$ cat src/sv/ber_value_stream_decoder_assert.svh
// ----------------------------------------------------------------------------
// ber value stream decoder assertion macros
// shared property forms for the decoder's concurrent checks
// ----------------------------------------------------------------------------
`ifndef BER_VALUE_STREAM_DECODER_ASSERT_SVH
`define BER_VALUE_STREAM_DECODER_ASSERT_SVH

// condition in a cycle implies a consequence in the same cycle
`define BVSD_ASSERT_SAME(lbl, ante, cons) \
    lbl: assert property (@(posedge clk) disable iff (!rst_n) (ante) |-> (cons)) \
        else $error("ber decoder check failed");

// condition in a cycle implies a consequence in the next cycle
`define BVSD_ASSERT_NEXT(lbl, ante, cons) \
    lbl: assert property (@(posedge clk) disable iff (!rst_n) (ante) |=> (cons)) \
        else $error("ber decoder check failed");

`endif

$ cat src/sv/ber_vsd_pkg.sv
// ----------------------------------------------------------------------------
// ber value stream decoder package
// tag codes, result kinds, error codes, decode phases and the result word type
// ----------------------------------------------------------------------------
package ber_vsd_pkg;

    localparam logic [7:0] TAG_INTEGER = 8'h02;
    localparam logic [7:0] TAG_OCTETS  = 8'h04;
    localparam logic [7:0] TAG_NULL    = 8'h05;
    localparam logic [7:0] TAG_OID     = 8'h06;
    localparam logic [7:0] TAG_IPADDR  = 8'h40;
    localparam logic [7:0] TAG_COUNTER = 8'h41;
    localparam logic [7:0] TAG_GAUGE   = 8'h42;
    localparam logic [7:0] TAG_TICKS   = 8'h43;
    localparam logic [7:0] TAG_OPAQUE  = 8'h44;

    localparam logic [2:0] KIND_SINT    = 3'd0;
    localparam logic [2:0] KIND_UINT    = 3'd1;
    localparam logic [2:0] KIND_NULL    = 3'd2;
    localparam logic [2:0] KIND_STRHDR  = 3'd3;
    localparam logic [2:0] KIND_CONTENT = 3'd4;
    localparam logic [2:0] KIND_ERROR   = 3'd5;

    localparam logic [2:0] ERR_NONE    = 3'd0;
    localparam logic [2:0] ERR_TAG     = 3'd1;
    localparam logic [2:0] ERR_LONGLEN = 3'd2;
    localparam logic [2:0] ERR_BADLEN  = 3'd3;
    localparam logic [2:0] ERR_TRUNC   = 3'd4;

    localparam int unsigned MAX_LEN_OCTETS = 2;

    typedef enum logic [2:0] {
        PH_TAG       = 3'd0,
        PH_LEN_FIRST = 3'd1,
        PH_LEN_EXT   = 3'd2,
        PH_CONTENT   = 3'd3,
        PH_DISCARD   = 3'd4
    } phase_t;

    typedef struct packed {
        logic        valid;
        logic [2:0]  kind;
        logic [7:0]  tag;
        logic [31:0] value_bits;
        logic [15:0] length_out;
        logic [7:0]  content_byte;
        logic        last_of_value;
        logic [2:0]  error_code;
    } result_t;

    function automatic logic is_uint_tag(input logic [7:0] t);
        return (t == TAG_COUNTER) || (t == TAG_GAUGE) || (t == TAG_TICKS);
    endfunction

    function automatic logic is_string_tag(input logic [7:0] t);
        return (t == TAG_OCTETS) || (t == TAG_IPADDR) || (t == TAG_OID)
            || (t == TAG_OPAQUE);
    endfunction

    function automatic logic is_num_tag(input logic [7:0] t);
        return (t == TAG_INTEGER) || is_uint_tag(t);
    endfunction

endpackage

$ cat src/sv/ber_vsd_in_stage.sv
// ----------------------------------------------------------------------------
// ber vsd input stage
// holds one incoming byte word until the decode step consumes it
// ----------------------------------------------------------------------------
module ber_vsd_in_stage (
    input  logic       clk,
    input  logic       rst_n,
    input  logic       in_valid,
    output logic       in_ready,
    input  logic [7:0] byte_in,
    input  logic       end_of_buffer,
    input  logic       advance,
    output logic       held_valid,
    output logic [7:0] held_byte,
    output logic       held_eob
);
    logic       valid_reg;
    logic [7:0] byte_reg;
    logic       eob_reg;

    // slot frees up in the same cycle the decoder takes the held word
    assign in_ready = !valid_reg || advance;

    always_ff @(posedge clk or negedge rst_n)
    begin
        if (!rst_n)
        begin
            valid_reg <= 1'b0;
        end
        else if (in_ready)
        begin
            valid_reg <= in_valid;
        end
    end

    always_ff @(posedge clk)
    begin
        if (in_ready && in_valid)
        begin
            byte_reg <= byte_in;
            eob_reg  <= end_of_buffer;
        end
    end

    assign held_valid = valid_reg;
    assign held_byte  = byte_reg;
    assign held_eob   = eob_reg;
endmodule

$ cat src/sv/ber_vsd_core.sv
// ----------------------------------------------------------------------------
// ber vsd core
// tlv parse state and the single-pass decode of one byte into a result word
// ----------------------------------------------------------------------------
`include "ber_value_stream_decoder_assert.svh"

module ber_vsd_core (
    input  logic                clk,
    input  logic                rst_n,
    input  logic                step,
    input  logic [7:0]          b,
    input  logic                eob,
    output ber_vsd_pkg::result_t res
);
    import ber_vsd_pkg::*;

    phase_t      phase_reg, phase_next;
    logic [7:0]  tag_reg, tag_next;
    logic [1:0]  octs_reg, octs_next;
    logic [15:0] len_reg, len_next;
    logic [15:0] left_reg, left_next;
    logic [31:0] acc_reg, acc_next;

    always_ff @(posedge clk or negedge rst_n)
    begin
        if (!rst_n)
        begin
            phase_reg <= PH_TAG;
            tag_reg   <= 8'h00;
            octs_reg  <= 2'd0;
            len_reg   <= 16'd0;
            left_reg  <= 16'd0;
            acc_reg   <= 32'd0;
        end
        else
        begin
            phase_reg <= phase_next;
            tag_reg   <= tag_next;
            octs_reg  <= octs_next;
            len_reg   <= len_next;
            left_reg  <= left_next;
            acc_reg   <= acc_next;
        end
    end

    always_comb
    begin
        logic        ld;
        logic        fail;
        logic [2:0]  fail_code;
        logic [6:0]  n;
        logic [15:0] left_dec;
        logic [31:0] base;

        phase_next = phase_reg;
        tag_next   = tag_reg;
        octs_next  = octs_reg;
        len_next   = len_reg;
        left_next  = left_reg;
        acc_next   = acc_reg;
        res        = '0;
        ld         = 1'b0;
        fail       = 1'b0;
        fail_code  = ERR_NONE;
        n          = b[6:0];
        left_dec   = left_reg - 16'd1;
        base       = acc_reg;

        if (step)
        begin
            case (phase_reg)
                PH_TAG:
                begin
                    tag_next = b;
                    if (!(b == TAG_NULL || is_num_tag(b) || is_string_tag(b)))
                    begin
                        fail      = 1'b1;
                        fail_code = ERR_TAG;
                    end
                    else if (eob)
                    begin
                        fail      = 1'b1;
                        fail_code = ERR_TRUNC;
                    end
                    else
                    begin
                        phase_next = PH_LEN_FIRST;
                    end
                end
                PH_LEN_FIRST:
                begin
                    if (!b[7])
                    begin
                        len_next = {8'h00, b};
                        ld       = 1'b1;
                    end
                    else if (n == 7'd0 || n > 7'(MAX_LEN_OCTETS))
                    begin
                        fail      = 1'b1;
                        fail_code = ERR_LONGLEN;
                    end
                    else
                    begin
                        octs_next = n[1:0];
                        len_next  = 16'd0;
                        if (eob)
                        begin
                            fail      = 1'b1;
                            fail_code = ERR_TRUNC;
                        end
                        else
                        begin
                            phase_next = PH_LEN_EXT;
                        end
                    end
                end
                PH_LEN_EXT:
                begin
                    len_next  = {len_reg[7:0], b};
                    octs_next = octs_reg - 2'd1;
                    if (octs_next == 2'd0)
                    begin
                        ld = 1'b1;
                    end
                    else if (eob)
                    begin
                        fail      = 1'b1;
                        fail_code = ERR_TRUNC;
                    end
                end
                PH_CONTENT:
                begin
                    left_next = left_dec;
                    if (is_num_tag(tag_reg))
                    begin
                        // first content octet seeds the sign extension
                        if (left_reg == len_reg)
                        begin
                            base = (tag_reg == TAG_INTEGER && b[7]) ? 32'hFFFF_FFFF
                                                                     : 32'd0;
                        end
                        acc_next = {base[23:0], b};
                        if (left_dec == 16'd0)
                        begin
                            res.valid         = 1'b1;
                            res.kind          = (tag_reg == TAG_INTEGER) ? KIND_SINT
                                                                         : KIND_UINT;
                            res.value_bits    = acc_next;
                            res.length_out    = len_reg;
                            res.last_of_value = 1'b1;
                            phase_next        = PH_TAG;
                        end
                        else if (eob)
                        begin
                            fail      = 1'b1;
                            fail_code = ERR_TRUNC;
                        end
                    end
                    else
                    begin
                        if (left_dec == 16'd0)
                        begin
                            res.valid         = 1'b1;
                            res.kind          = KIND_CONTENT;
                            res.length_out    = len_reg;
                            res.content_byte  = b;
                            res.last_of_value = 1'b1;
                            phase_next        = PH_TAG;
                        end
                        else if (eob)
                        begin
                            fail      = 1'b1;
                            fail_code = ERR_TRUNC;
                        end
                        else
                        begin
                            res.valid        = 1'b1;
                            res.kind         = KIND_CONTENT;
                            res.length_out   = len_reg;
                            res.content_byte = b;
                        end
                    end
                end
                default:
                begin
                    phase_next = eob ? PH_TAG : PH_DISCARD;
                end
            endcase
        end

        // length complete: check it against the tag and start the contents
        if (ld)
        begin
            if (tag_next == TAG_NULL)
            begin
                if (len_next != 16'd0)
                begin
                    fail      = 1'b1;
                    fail_code = ERR_BADLEN;
                end
                else
                begin
                    res.valid         = 1'b1;
                    res.kind          = KIND_NULL;
                    res.last_of_value = 1'b1;
                    phase_next        = PH_TAG;
                end
            end
            else if ((is_num_tag(tag_next) || tag_next == TAG_OID
                      || tag_next == TAG_OPAQUE) && len_next == 16'd0)
            begin
                fail      = 1'b1;
                fail_code = ERR_BADLEN;
            end
            else if (is_num_tag(tag_next))
            begin
                if (eob)
                begin
                    fail      = 1'b1;
                    fail_code = ERR_TRUNC;
                end
                else
                begin
                    left_next  = len_next;
                    acc_next   = 32'd0;
                    phase_next = PH_CONTENT;
                end
            end
            else if (len_next == 16'd0)
            begin
                res.valid         = 1'b1;
                res.kind          = KIND_STRHDR;
                res.last_of_value = 1'b1;
                phase_next        = PH_TAG;
            end
            else if (eob)
            begin
                fail      = 1'b1;
                fail_code = ERR_TRUNC;
            end
            else
            begin
                left_next      = len_next;
                res.valid      = 1'b1;
                res.kind       = KIND_STRHDR;
                res.length_out = len_next;
                phase_next     = PH_CONTENT;
            end
        end

        // error replaces any other result of this byte
        if (fail)
        begin
            res            = '0;
            res.valid      = 1'b1;
            res.kind       = KIND_ERROR;
            res.last_of_value = 1'b1;
            res.error_code = fail_code;
            phase_next     = eob ? PH_TAG : PH_DISCARD;
        end

        res.tag = tag_next;
    end

    `BVSD_ASSERT_NEXT(a_discard_ends, step && phase_reg == PH_DISCARD && eob,
                      phase_reg == PH_TAG)
    `BVSD_ASSERT_NEXT(a_last_content, step && phase_reg == PH_CONTENT && left_reg == 16'd1,
                      phase_reg == PH_TAG)
    `BVSD_ASSERT_SAME(a_ext_count, phase_reg == PH_LEN_EXT, octs_reg != 2'd0)
    `BVSD_ASSERT_SAME(a_content_left, phase_reg == PH_CONTENT,
                      left_reg != 16'd0 && left_reg <= len_reg)
endmodule

$ cat src/sv/ber_vsd_out_stage.sv
// ----------------------------------------------------------------------------
// ber vsd output stage
// result register that holds a decoded word until the consumer takes it
// ----------------------------------------------------------------------------
module ber_vsd_out_stage (
    input  logic                clk,
    input  logic                rst_n,
    input  logic                advance,
    input  ber_vsd_pkg::result_t res,
    output logic                out_valid,
    input  logic                out_ready,
    output logic [2:0]          kind,
    output logic [7:0]          tag,
    output logic [31:0]         value_bits,
    output logic [15:0]         length_out,
    output logic [7:0]          content_byte,
    output logic                last_of_value,
    output logic [2:0]          error_code
);
    import ber_vsd_pkg::*;

    logic    valid_reg;
    result_t data_reg;

    always_ff @(posedge clk or negedge rst_n)
    begin
        if (!rst_n)
        begin
            valid_reg <= 1'b0;
        end
        else if (advance)
        begin
            valid_reg <= res.valid;
        end
        else if (out_ready)
        begin
            valid_reg <= 1'b0;
        end
    end

    always_ff @(posedge clk)
    begin
        if (advance && res.valid)
        begin
            data_reg <= res;
        end
    end

    assign out_valid     = valid_reg;
    assign kind          = data_reg.kind;
    assign tag           = data_reg.tag;
    assign value_bits    = data_reg.value_bits;
    assign length_out    = data_reg.length_out;
    assign content_byte  = data_reg.content_byte;
    assign last_of_value = data_reg.last_of_value;
    assign error_code    = data_reg.error_code;
endmodule

$ cat src/sv/ber_value_stream_decoder.sv
// ----------------------------------------------------------------------------
// ber value stream decoder
// decodes a byte stream of snmp ber values into typed result words
// ----------------------------------------------------------------------------
// The decoder takes one byte word per clock while the result register is free
// or draining, and gives at most one result word per byte; a byte goes from the
// input register through a single combinational decode step into the result
// register, and its result word is presented from that register until taken.
// Throughput is one byte per cycle whenever the result register is empty or
// being drained in the same cycle, and is set by that decode step between the
// two registers. After an error, bytes are dropped without results up to and
// including the one marked end_of_buffer.
module ber_value_stream_decoder (
    input  logic        clk,
    input  logic        rst_n,
    input  logic        in_valid,
    output logic        in_ready,
    input  logic [7:0]  byte_in,
    input  logic        end_of_buffer,
    output logic        out_valid,
    input  logic        out_ready,
    output logic [2:0]  kind,
    output logic [7:0]  tag,
    output logic [31:0] value_bits,
    output logic [15:0] length_out,
    output logic [7:0]  content_byte,
    output logic        last_of_value,
    output logic [2:0]  error_code
);
    import ber_vsd_pkg::*;

    logic       held_valid;
    logic [7:0] held_byte;
    logic       held_eob;
    logic       advance;
    result_t    res;

    // decode the held word when the result slot is free or draining
    assign advance = held_valid && (!out_valid || out_ready);

    ber_vsd_in_stage u_in (
        .clk           (clk),
        .rst_n         (rst_n),
        .in_valid      (in_valid),
        .in_ready      (in_ready),
        .byte_in       (byte_in),
        .end_of_buffer (end_of_buffer),
        .advance       (advance),
        .held_valid    (held_valid),
        .held_byte     (held_byte),
        .held_eob      (held_eob)
    );

    ber_vsd_core u_core (
        .clk   (clk),
        .rst_n (rst_n),
        .step  (advance),
        .b     (held_byte),
        .eob   (held_eob),
        .res   (res)
    );

    ber_vsd_out_stage u_out (
        .clk           (clk),
        .rst_n         (rst_n),
        .advance       (advance),
        .res           (res),
        .out_valid     (out_valid),
        .out_ready     (out_ready),
        .kind          (kind),
        .tag           (tag),
        .value_bits    (value_bits),
        .length_out    (length_out),
        .content_byte  (content_byte),
        .last_of_value (last_of_value),
        .error_code    (error_code)
    );
endmodule
$ cat config.mk
export PLATFORM = sky130hd
export DESIGN_NAME = ber_value_stream_decoder
export DESIGN_NICKNAME = d
export VERILOG_FILES = /design/src/sv/ber_vsd_pkg.sv /design/src/sv/ber_vsd_in_stage.sv /design/src/sv/ber_vsd_core.sv /design/src/sv/ber_vsd_out_stage.sv /design/src/sv/ber_value_stream_decoder.sv
export VERILOG_INCLUDE_DIRS = /design/src /design/src/sv
export SDC_FILE = /design/constraint.sdc
export NUM_CORES = 1
export LEC_CHECK = 0
export ABC_AREA = 1
export BUFFER_PORTS_ARGS = -buffer_cell sky130_fd_sc_hd__buf_4
export CORE_MARGIN = 4
export CORE_UTILIZATION = 61
export CTS_BUF_LIST = sky130_fd_sc_hd__clkbuf_4
export CTS_CLUSTER_SIZE = 25
export DETAILED_ROUTE_END_ITERATION = 10
export PLACE_DENSITY = 0.86
export SYNTH_ARGS = -nofsm -noshare
export SYNTH_HDL_FRONTEND = slang
export SYNTH_SLANG_ARGS = --single-unit
$ cat constraint.sdc
create_clock -name clk -period 4.7 [get_ports clk]
set_input_delay 0.94 -clock clk [delete_from_list [all_inputs] [get_ports clk]]
set_output_delay 0.94 -clock clk [all_outputs]
set_load 0.03 [all_outputs]
==> results of run 1 <==
layer usage:
metal  global-route usage  part of all wire  routed length (um)  up-vias
li1                     -                 -                   -     3203
met1               0.3768              0.41                8177     3175
met2               0.4312              0.47                9389      374
met3              0.04859             0.087                1719       54
met4              0.09689             0.025                 494        0
met5                    0                 0                   0        -
worst min path at each step:
stage,to,slack (ns),depth (start not counted)
finish,u_core.acc_reg[20]$_DFF_PN0_,0.49,1
global route,u_in.held_eob$_DFFE_PP_,0.50,1
CTS,u_in.held_eob$_DFFE_PP_,0.50,1
detailed placement,u_core.octs_reg[0]$_DFFE_PN0P_,0.52,2
global placement,u_core.octs_reg[0]$_DFFE_PN0P_,0.50,2
floorplan,u_core.octs_reg[0]$_DFFE_PN0P_,0.47,2
power breakdown:
part	internal, mW	total [mW]	leakage (nW)	switching [mW]
combinational	0.824	2.55	2.30	1.72
sequential	1.94	2.32	1.67	0.377
clock	0.478	0.959	0.183	0.481
total	3.24	5.82	4.15	2.58
synthesized netlist by cell type, types with 10 or more instances:
cell type  instances  area (sq um)
inv_1             88         330.3
nand3_1           21         105.1
nand2_4           19         214.0
a41oi_1           13         113.9
nand4_1           10         62.56
nand2_2           13         81.33
inv_2             16         60.06
a21oi_1           19         95.09
nor2_1            83         311.6
nor2_2            33         206.5
nand2_1          256         960.9
buf_2             10         50.05
nor3_1            12         60.06
clkbuf_1          19         71.32
o2111ai_1         13         113.9
o21ai_0           62         310.3
dfrtp_1           71          1777
edfxtp_1          80          2402
nor3_2            11         110.1
logic make-up (layout without fill, tap and decap cells):
family	count (synthesis)	in the layout	synth area share
AND/OR/NAND/NOR	481	481	0.2879
flip-flops	151	151	0.5107
buffers and inverters	140	230	0.07263
AO/OA/AOI/OAI	138	138	0.1092
XOR/XNOR	14	14	0.01499
adder cells (fa/ha/maj)	3	3	0.004588
area by class of cell:
cell class	instances	area [sq um]	share of cell area
clock buffer	17	127.6	0.01376
inverter	105	396.6	0.04275
clock inverter	15	219.0	0.02360
multi-input combinational	636	3412	0.3678
tap	176	220.2	0.02374
sequential	151	4179	0.4504
timing repair buffer	93	723.2	0.07795
metrics by stage:
stage	cells	setup WS [ns]	utilization
floorplan	927	0.1685	-
global placement	1161	0.6922	0.6771
detailed placement	1161	0.6004	0.6771
CTS	1193	1.021	0.7034
global route	1193	0.6131	0.7034
finish	1193	0.9780	0.7034
critical path, delay by kind of cell, from the launching register on:
family / cells / cell delay [ns]
buf+inv: 3 / 0.59
flops: 1 / 0.51
simple gates: 17 / 2.32
==> out/summary.txt, run 1 <==
status = finished clean
synthesized area = 8183 sq um
dpl hpwl = 14.35 mm
Avg Synthesized Cell Area = 8.827 sq um
GRT Residual Overflow = 0
post-DR wirelength/cell = 16.58 um
initial core utilization = 0.6204
vias in the first global route = 6348
total CTS buffers = 17
Final ANT Viol Nets = 0
core area = 13190 sq um
Seq cells post-synth = 151
total routed wirelength = 19.78 mm
syn nets = 943
CTS Sinks = 151
DRT Pass-1 Iters = 5
Rows = 42
critical path endpoint = u_out.value_bits[24]$_SDFFCE_PP0P_
global-route wire length before repair = 31.87 mm
design area = 9278 sq um
fin nets = 1020
Slew Viols, Final = 0
initial antenna violation count = 0
flop-to-flop setup slack = 0.98 ns
Fin. Hold Viols = 0
Crit-path slowest cell = edfxtp_1
die area = 15330 sq um
final setup violation count = 0
Reg clk slew, reported paths = 0.14 ns
Post-synth EDFFs = 80
ANT cells = 0
Tcrit/Tclk final = 0.7919
Gate Count Post-Synth = 927
Hold Worst Slack = 0.4856 ns
post-synth cell types = 44
VDD IR-drop max = 393.1 uV
element type at the critical path start = register
CP dominant cell by count = nand2_1
Seq/Total Area, Yosys = 0.5107
R2R depth = 20
GRT Total Usage = 0.2711
worst-skew pair later-pin latency = 0.58 ns
setup bufs post-CTS = 0
most frequent cells in the layout = nand2_1 (255), buf_4 (91), inv_1 (88)
RSZ-0062 raised after global routing = no
CTS Hold Bufs = 0
Vias/cell = 5.705
Starting DRT DRC Count = 816
MaxCap Viol Count = 0
CP Cell Sequence = inv_2 -> nand2_1 -> nor2_1 -> nand2_1 -> nand2_1 -> nand2_1 -> nand2_2 -> nand2_4 -> nand2_1 -> nand2_1 -> nor2_2 -> nand2_1 -> nor2_4 -> nand3_2 -> nand3_2 -> nand2_2 -> nand2_4 -> inv_1 -> nand2_2 -> buf_12
CP max stage delay = 0.51 ns
share of layout cells above drive strength 1 = 0.2419
Slew headroom = 0.2588
Critical Path AT = 4.01 ns
worst-path fanout max = 29
Setup crit end kind = register
clock root buffer = clkbuf_4
most common cell after layout, fill and taps aside = nand2_1
dpl cell area = 8931 sq um
# port buffers = 85
PostCTS Resize Cnt = 0
CTS tree = yes
Reg-to-Reg Start = u_in.held_byte[6]$_DFFE_PP_
PwrDens = 627.6 nW/um^2
I/O pins = 86
ys flop type = edfxtp_1
RD Place Congestion = 0.9667
total number of vias = 6806
CP Launch Point = u_in.held_byte[6]$_DFFE_PP_
synth-to-layout area growth = 13.38%
Reg-to-Reg End = u_out.value_bits[24]$_SDFFCE_PP0P_
Final Skew = 0.02254 ns
Die Width = 123.8 um
number of flip-flops under the largest register name = 32
TNS Setup = 0 ns
clk buf depth = 2
WP data required = 4.99 ns
fill cell count = 1024
minimum clock period = 3.722 ns
# DRC = 0
Hold WC Path Type = input pin to asynchronous set/reset pin
Slew @ Worst Pin = 1.112 ns
Synth Warn # = 0
largest net degree at the start of global routing = 72
H-tree depth reported by CTS = 4
Post-synth ARST share = 0.4702
fmax = 0.2687 GHz
Setup Crit Path Kind = register to register
Leak = 4.146 nW
Tot Pwr = 5.823 mW
Die H = 123.8 um
Note: power is estimated with default switching activity, not from simulation.
==> run 2: changes to the inputs <==
- clock period: 4.7 -> 3.6 ns (I/O delays scaled with it)
==> out/summary.txt, run 2 (synthesis results as in run 1) <==
PwrDens = 806.3 nW/um^2 (+28%)
# DRC = 0 (unchanged)
Rows = 42 (unchanged)
final std cells w/o fill = 1204 (+0.92%)
total CTS buffers = 17 (unchanged)
post-DR wirelength/cell = 16.49 um (-0.53%)
Reg clk slew, reported paths = 0.12 ns (-0.02 ns)
Starting DRT DRC Count = 895 (+9.7%)
core area = 13190 sq um (unchanged)
H-tree depth reported by CTS = 4 (unchanged)
ANT cells = 0 (unchanged)
clk buf depth = 2 (unchanged)
clock root buffer = clkbuf_4
most frequent cells in the layout = nand2_1 (255), buf_4 (103), inv_1 (88)
Fin. Hold Viols = 0 (unchanged)
Hold WC Path Type = input pin to asynchronous set/reset pin
part of the power in the clock network = 0.155 (-0.010)
Die H = 123.8 um (unchanged)
synth-to-layout area growth = 14.07%
total number of vias = 6873 (+0.98%)
Die Width = 123.8 um (unchanged)
dpl hpwl = 14.21 mm (-0.96%)
Setup Crit Path Kind = register to register
Leak = 4.175 nW (+0.70%)
CTS tree = yes
Hold Worst Slack = 0.2676 ns (-0.2180 ns)
fin nets = 1031 (+1.1%)
CTS Hold Bufs = 0 (unchanged)
Tot Pwr = 7.526 mW (+29%)
final setup margin = 0.2430 ns (-0.7350 ns)
design area = 9334 sq um (+0.61%)
worst-skew pair later-pin latency = 0.58 ns (about the same)
fmax = 0.2979 GHz (+11%)
die area = 15330 sq um (unchanged)
dpl cell area = 9006 sq um (+0.84%)
number of instances in the placed design = 1172 (+0.95%)
most common cell after layout, fill and taps aside = nand2_1
final setup violation count = 0 (unchanged)
met3 routed WL = 1.806 mm (+5.1%)
Slew headroom = 0.3775 (+0.1187)
element type at the critical path start = register
# port buffers = 85 (unchanged)
worst-path fanout max = 27 (-6.9%)
Slew Viols, Final = 0 (unchanged)
vias in the first global route = 6440 (+1.4%)
Flop pwr share = 0.402 (+0.004)
MaxCap Viol Count = 0 (unchanged)
RD Place Congestion = 0.9694 (+0.28%)
CTS Sinks = 151 (unchanged)
M1 WL = 8.113 mm (-0.78%)
total net switching power = 3.410 mW (+32%)
minimum clock period = 3.357 ns (-0.3650 ns)
Final Skew = 0.02009 ns (-0.002449 ns)
pre-CTS setup slack = 0.1128 ns (-0.4876 ns)
share of layout cells above drive strength 1 = 0.2539 (+0.01200)
Vias/cell = 5.708 (about the same)
number of flip-flops under the largest register name = 32 (unchanged)
Finished Core Util = 0.7076 (+0.004269)
initial antenna violation count = 0 (unchanged)
met2 WL post-DR = 9.462 mm (+0.78%)
Gate power share = 0.443 (+0.006)
TNS Setup = 0 ns (unchanged)
Internal = 4.117 mW (+27%)
total routed wirelength = 19.86 mm (+0.39%)
RSZ-0062 raised after global routing = no
global-route wire length before repair = 32.29 mm (+1.3%)
Tcrit/Tclk final = 0.9325 (+0.1406)
I/O pins = 86 (unchanged)
Slew @ Worst Pin = 0.9337 ns (-0.1781 ns)
Net Sw Frac = 0.4530 (+0.009713)
largest net degree at the start of global routing = 72 (unchanged)
initial core utilization = 0.6204 (unchanged)
VDD IR-drop max = 441.6 uV (+12%)
Final ANT Viol Nets = 0 (unchanged)
DRT Pass-1 Iters = 6 (+1)
WP data required = 3.90 ns (-1.09 ns)
Critical Path AT = 3.66 ns (-0.35 ns)
status = finished clean
GRT Total Usage = 0.2754 (+0.004261)
top routing layer in use = met4
GRT Residual Overflow = 0 (unchanged)
Setup crit end kind = register
fill cell count = 1013 (-1.1%)
[run 2: worst paths after layout]
check | start | endpoint | slack [ns] | depth (start not counted)
worst min-delay path | rst_n | u_core.acc_reg[19]$_DFF_PN0_ | 0.27 | 1
worst max register to register | u_in.held_byte[6]$_DFFE_PP_ | u_out.value_bits[3]$_SDFFCE_PP0P_ | 0.24 | 19
worst max-delay path | u_in.held_byte[6]$_DFFE_PP_ | u_out.value_bits[3]$_SDFFCE_PP0P_ | 0.24 | 19
worst min register to register | u_core.octs_reg[0]$_DFFE_PN0P_ | u_core.octs_reg[0]$_DFFE_PN0P_ | 0.54 | 2
max in group asynchronous | rst_n | u_core.acc_reg[15]$_DFF_PN0_ | 2.72 | 1
min in group clk | end_of_buffer | u_in.held_eob$_DFFE_PP_ | 0.32 | 1
[run 2: layout make-up]
cell class                 instances  area, sq um  share of cell area
tap                              176        220.2             0.02359
clock buffer                      17        127.6             0.01367
clock inverter                    15        193.9             0.02078
timing repair buffer             104        793.3             0.08499
sequential                       151         4179              0.4477
inverter                         105        396.6             0.04249
multi-input combinational        636         3423              0.3668
[run 2: worst max-delay path, stage by stage, from the launching register on]
cell and delay [ns]:
edfxtp_1 0.51, inv_2 0.20, nand2_1 0.07, nor2_1 0.13, nand2_1 0.07, nand2_1 0.05
nand2_1 0.07, nand2_2 0.11, nand2_4 0.20, nand2_1 0.12, nand2_1 0.13, nor2_2 0.13
nand2_1 0.09, nor2_4 0.15, nand3_2 0.15, nand2_1 0.09, nor2_1 0.07, nor3_1 0.38
nand2_4 0.09, buf_4 0.27
[run 2: power by group through the flow]
stage	clock network, mW	registers (mW)	logic [mW]
after floorplan	0	3.51	1.81
final	1.16	3.02	3.34
after CTS	1.17	3.01	3.32
after detailed placement	0	3.05	3.29
after global routing	1.26	3.09	3.63
after global placement	0	3.03	3.23
[run 2: metal layers]
metal | global-route usage | up-vias
met5 | 0 | -
met4 | 0.09066 | 0
met3 | 0.06176 | 55
met2 | 0.4393 | 393
met1 | 0.3764 | 3199
li1 | - | 3226
[run 2: timing repair]
action | 4_1_cts | 5_1_grt
resized for setup | 0 | 2
buffers inserted | 0 | 0
endpoints found under the setup margin | 0 | 58
==> run 3: changes to the inputs <==
==> constraint.sdc (replaced) <==
create_clock -name clk -period 3.6 [get_ports clk]
set_input_delay 0.36 -clock clk [delete_from_list [all_inputs] [get_ports clk]]
set_output_delay 0.36 -clock clk [all_outputs]
set_load 0.03 [all_outputs]
==> out/summary.txt, run 3 (synthesis results as in run 1) <==
status = finished clean
fmax = 0.2972 GHz (-0.22%)
pre-CTS setup slack = 0.3579 ns (+0.2450 ns)
Slew Viols, Final = 0 (unchanged)
Hold WC Path Type = input pin to register
initial antenna violation count = 0 (unchanged)
VDD IR-drop max = 433.0 uV (-2.0%)
GRT Residual Overflow = 0 (unchanged)
flop-to-flop setup slack = 0.24 ns (about the same)
Final ANT Viol Nets = 0 (unchanged)
Reg-to-Reg End = u_out.length_out[15]$_SDFFCE_PP0P_
vias in the first global route = 6567 (+2.0%)
worst-skew pair later-pin latency = 0.56 ns (-0.02 ns)
CP Launch Point = u_in.held_byte[2]$_DFFE_PP_
initial core utilization = 0.6204 (unchanged)
most common cell after layout, fill and taps aside = nand2_1
DRT Pass-1 Iters = 5 (-1)
Leak = 4.212 nW (+0.87%)
Vias/cell = 5.681 (-0.49%)
Slew @ Worst Pin = 1.076 ns (+0.1428 ns)
total number of vias = 6885 (+0.17%)
Rows = 42 (unchanged)
die area = 15330 sq um (unchanged)
post-DR wirelength/cell = 16.62 um (+0.75%)
Reg-to-Reg Start = u_in.held_byte[2]$_DFFE_PP_
element type at the critical path start = register
Final Skew = 0.02247 ns (+0.002380 ns)
largest net degree at the start of global routing = 72 (unchanged)
dpl hpwl = 14.30 mm (+0.67%)
Slew headroom = 0.2823 (-0.09518)
RD Place Congestion = 0.9549 (-1.5%)
I/O pins = 86 (unchanged)
number of flip-flops under the largest register name = 32 (unchanged)
MaxCap Viol Count = 0 (unchanged)
share of layout cells above drive strength 1 = 0.2444 (-0.009447)
# DRC = 0 (unchanged)
synth-to-layout area growth = 15.08%
clock root buffer = clkbuf_4
total CTS buffers = 17 (unchanged)
worst-path fanout max = 46 (+70%)
core area = 13190 sq um (unchanged)
Starting DRT DRC Count = 628 (-30%)
WP data required = 3.85 ns (-0.05 ns)
Reg clk slew, reported paths = 0.13 ns (about the same)
CTS Sinks = 151 (unchanged)
Die H = 123.8 um (unchanged)
final setup violation count = 0 (unchanged)
H-tree depth reported by CTS = 4 (unchanged)
Critical Path AT = 3.61 ns (-0.05 ns)
Fin. Hold Viols = 0 (unchanged)
critical path endpoint = u_out.length_out[15]$_SDFFCE_PP0P_
Die Width = 123.8 um (unchanged)
Setup crit end kind = register
CTS tree = yes
R2R depth = 20 (+1)
most frequent cells in the layout = nand2_1 (255), buf_4 (98), inv_1 (88)
global-route wire length before repair = 32.75 mm (+1.4%)
final setup margin = 0.2357 ns (-0.007281 ns)
TNS Setup = 0 ns (unchanged)
clk buf depth = 2 (unchanged)
PwrDens = 803.1 nW/um^2 (-0.40%)
setup bufs post-CTS = 0 (unchanged)
RSZ-0062 raised after global routing = no
Setup Crit Path Kind = register to register
Tcrit/Tclk final = 0.9345 (+0.002022)
# port buffers = 85 (unchanged)
fin nets = 1038 (+0.68%)
total routed wirelength = 20.14 mm (+1.4%)
minimum clock period = 3.364 ns (+0.007281 ns)
GRT Total Usage = 0.2785 (+0.003110)
[run 3: worst min path at each step]
stage,from,to,slack (ns),cells after the start
after floorplan,rst_n,u_core.acc_reg[0]$_DFF_PN0_,0.06,0
after CTS,out_ready,u_in.held_valid$_DFFE_PN0N_,0.13,4
after global placement,u_core.octs_reg[0]$_DFFE_PN0P_,u_core.octs_reg[0]$_DFFE_PN0P_,0.49,2
final,out_ready,u_in.held_valid$_DFFE_PN0N_,0.17,4
after global routing,out_ready,u_in.held_valid$_DFFE_PN0N_,0.16,4
after detailed placement,u_core.octs_reg[0]$_DFFE_PN0P_,u_core.octs_reg[0]$_DFFE_PN0P_,0.51,2
[run 3: repair_timing]
action,CTS,global route
setup endpoints to repair,0,25
hold buffers,11,0
hold endpoints to repair,81,0
resized for setup,0,1
[run 3: layout make-up]
cell class                      instances  area [sq um]
Clock buffer                           18         135.1
Antenna cell                            1         2.502
Fill cell                             989          3774
Sequential cell                       151          4179
Clock inverter                         14         193.9
Tap cell                              176         220.2
Timing Repair Buffer                  111         877.1
Inverter                              105         396.6
Multi-Input combinational cell        636          3412
[run 3: stage by stage]
step	util	cells	instance area, sq um	total power [mW]	hold WS, ns
after floorplan	-	927	8185	5.321	0.06441
after global routing	0.7137	1211	9414	8.005	0.1589
after global placement	0.6801	1168	8971	6.285	0.4948
after CTS	0.7134	1211	9410	7.538	0.1347
after detailed placement	0.6801	1168	8971	6.354	0.5116
final	0.7139	1212	9417	7.563	0.1653
[run 3: per-layer routing]
metal | routed length (um) | GRT usage | vias to the layer above
li1 | - | - | 3246
met1 | 8071 | 0.3704 | 3210
met2 | 9649 | 0.4542 | 376
met3 | 1900 | 0.06222 | 53
met4 | 519 | 0.09412 | 0
met5 | 0 | 0 | -
[run 3: critical path: stages, from the launching register on]
cell and delay (ns):
edfxtp_1 0.55, inv_2 0.16, nand2_1 0.10, nor2_1 0.12, nand2_1 0.08, nand2_1 0.07
nand2_1 0.11, nand2_2 0.11, nand2_4 0.20, nand2_1 0.11, nand2_1 0.14, nor2_2 0.13
nand2_1 0.10, nor2_4 0.16, nand3_2 0.15, nand3_2 0.12, nand2_2 0.09, nand2_4 0.06
inv_1 0.09, nand2_2 0.12, buf_12 0.25
[run 3: power breakdown]
| group | internal (mW) | switching, mW | total, mW |
|---|---|---|---|
| combinational | 1.09 | 2.26 | 3.35 |
| sequential | 2.53 | 0.499 | 3.03 |
| clock | 0.565 | 0.616 | 1.18 |
| total | 4.18 | 3.38 | 7.56 |
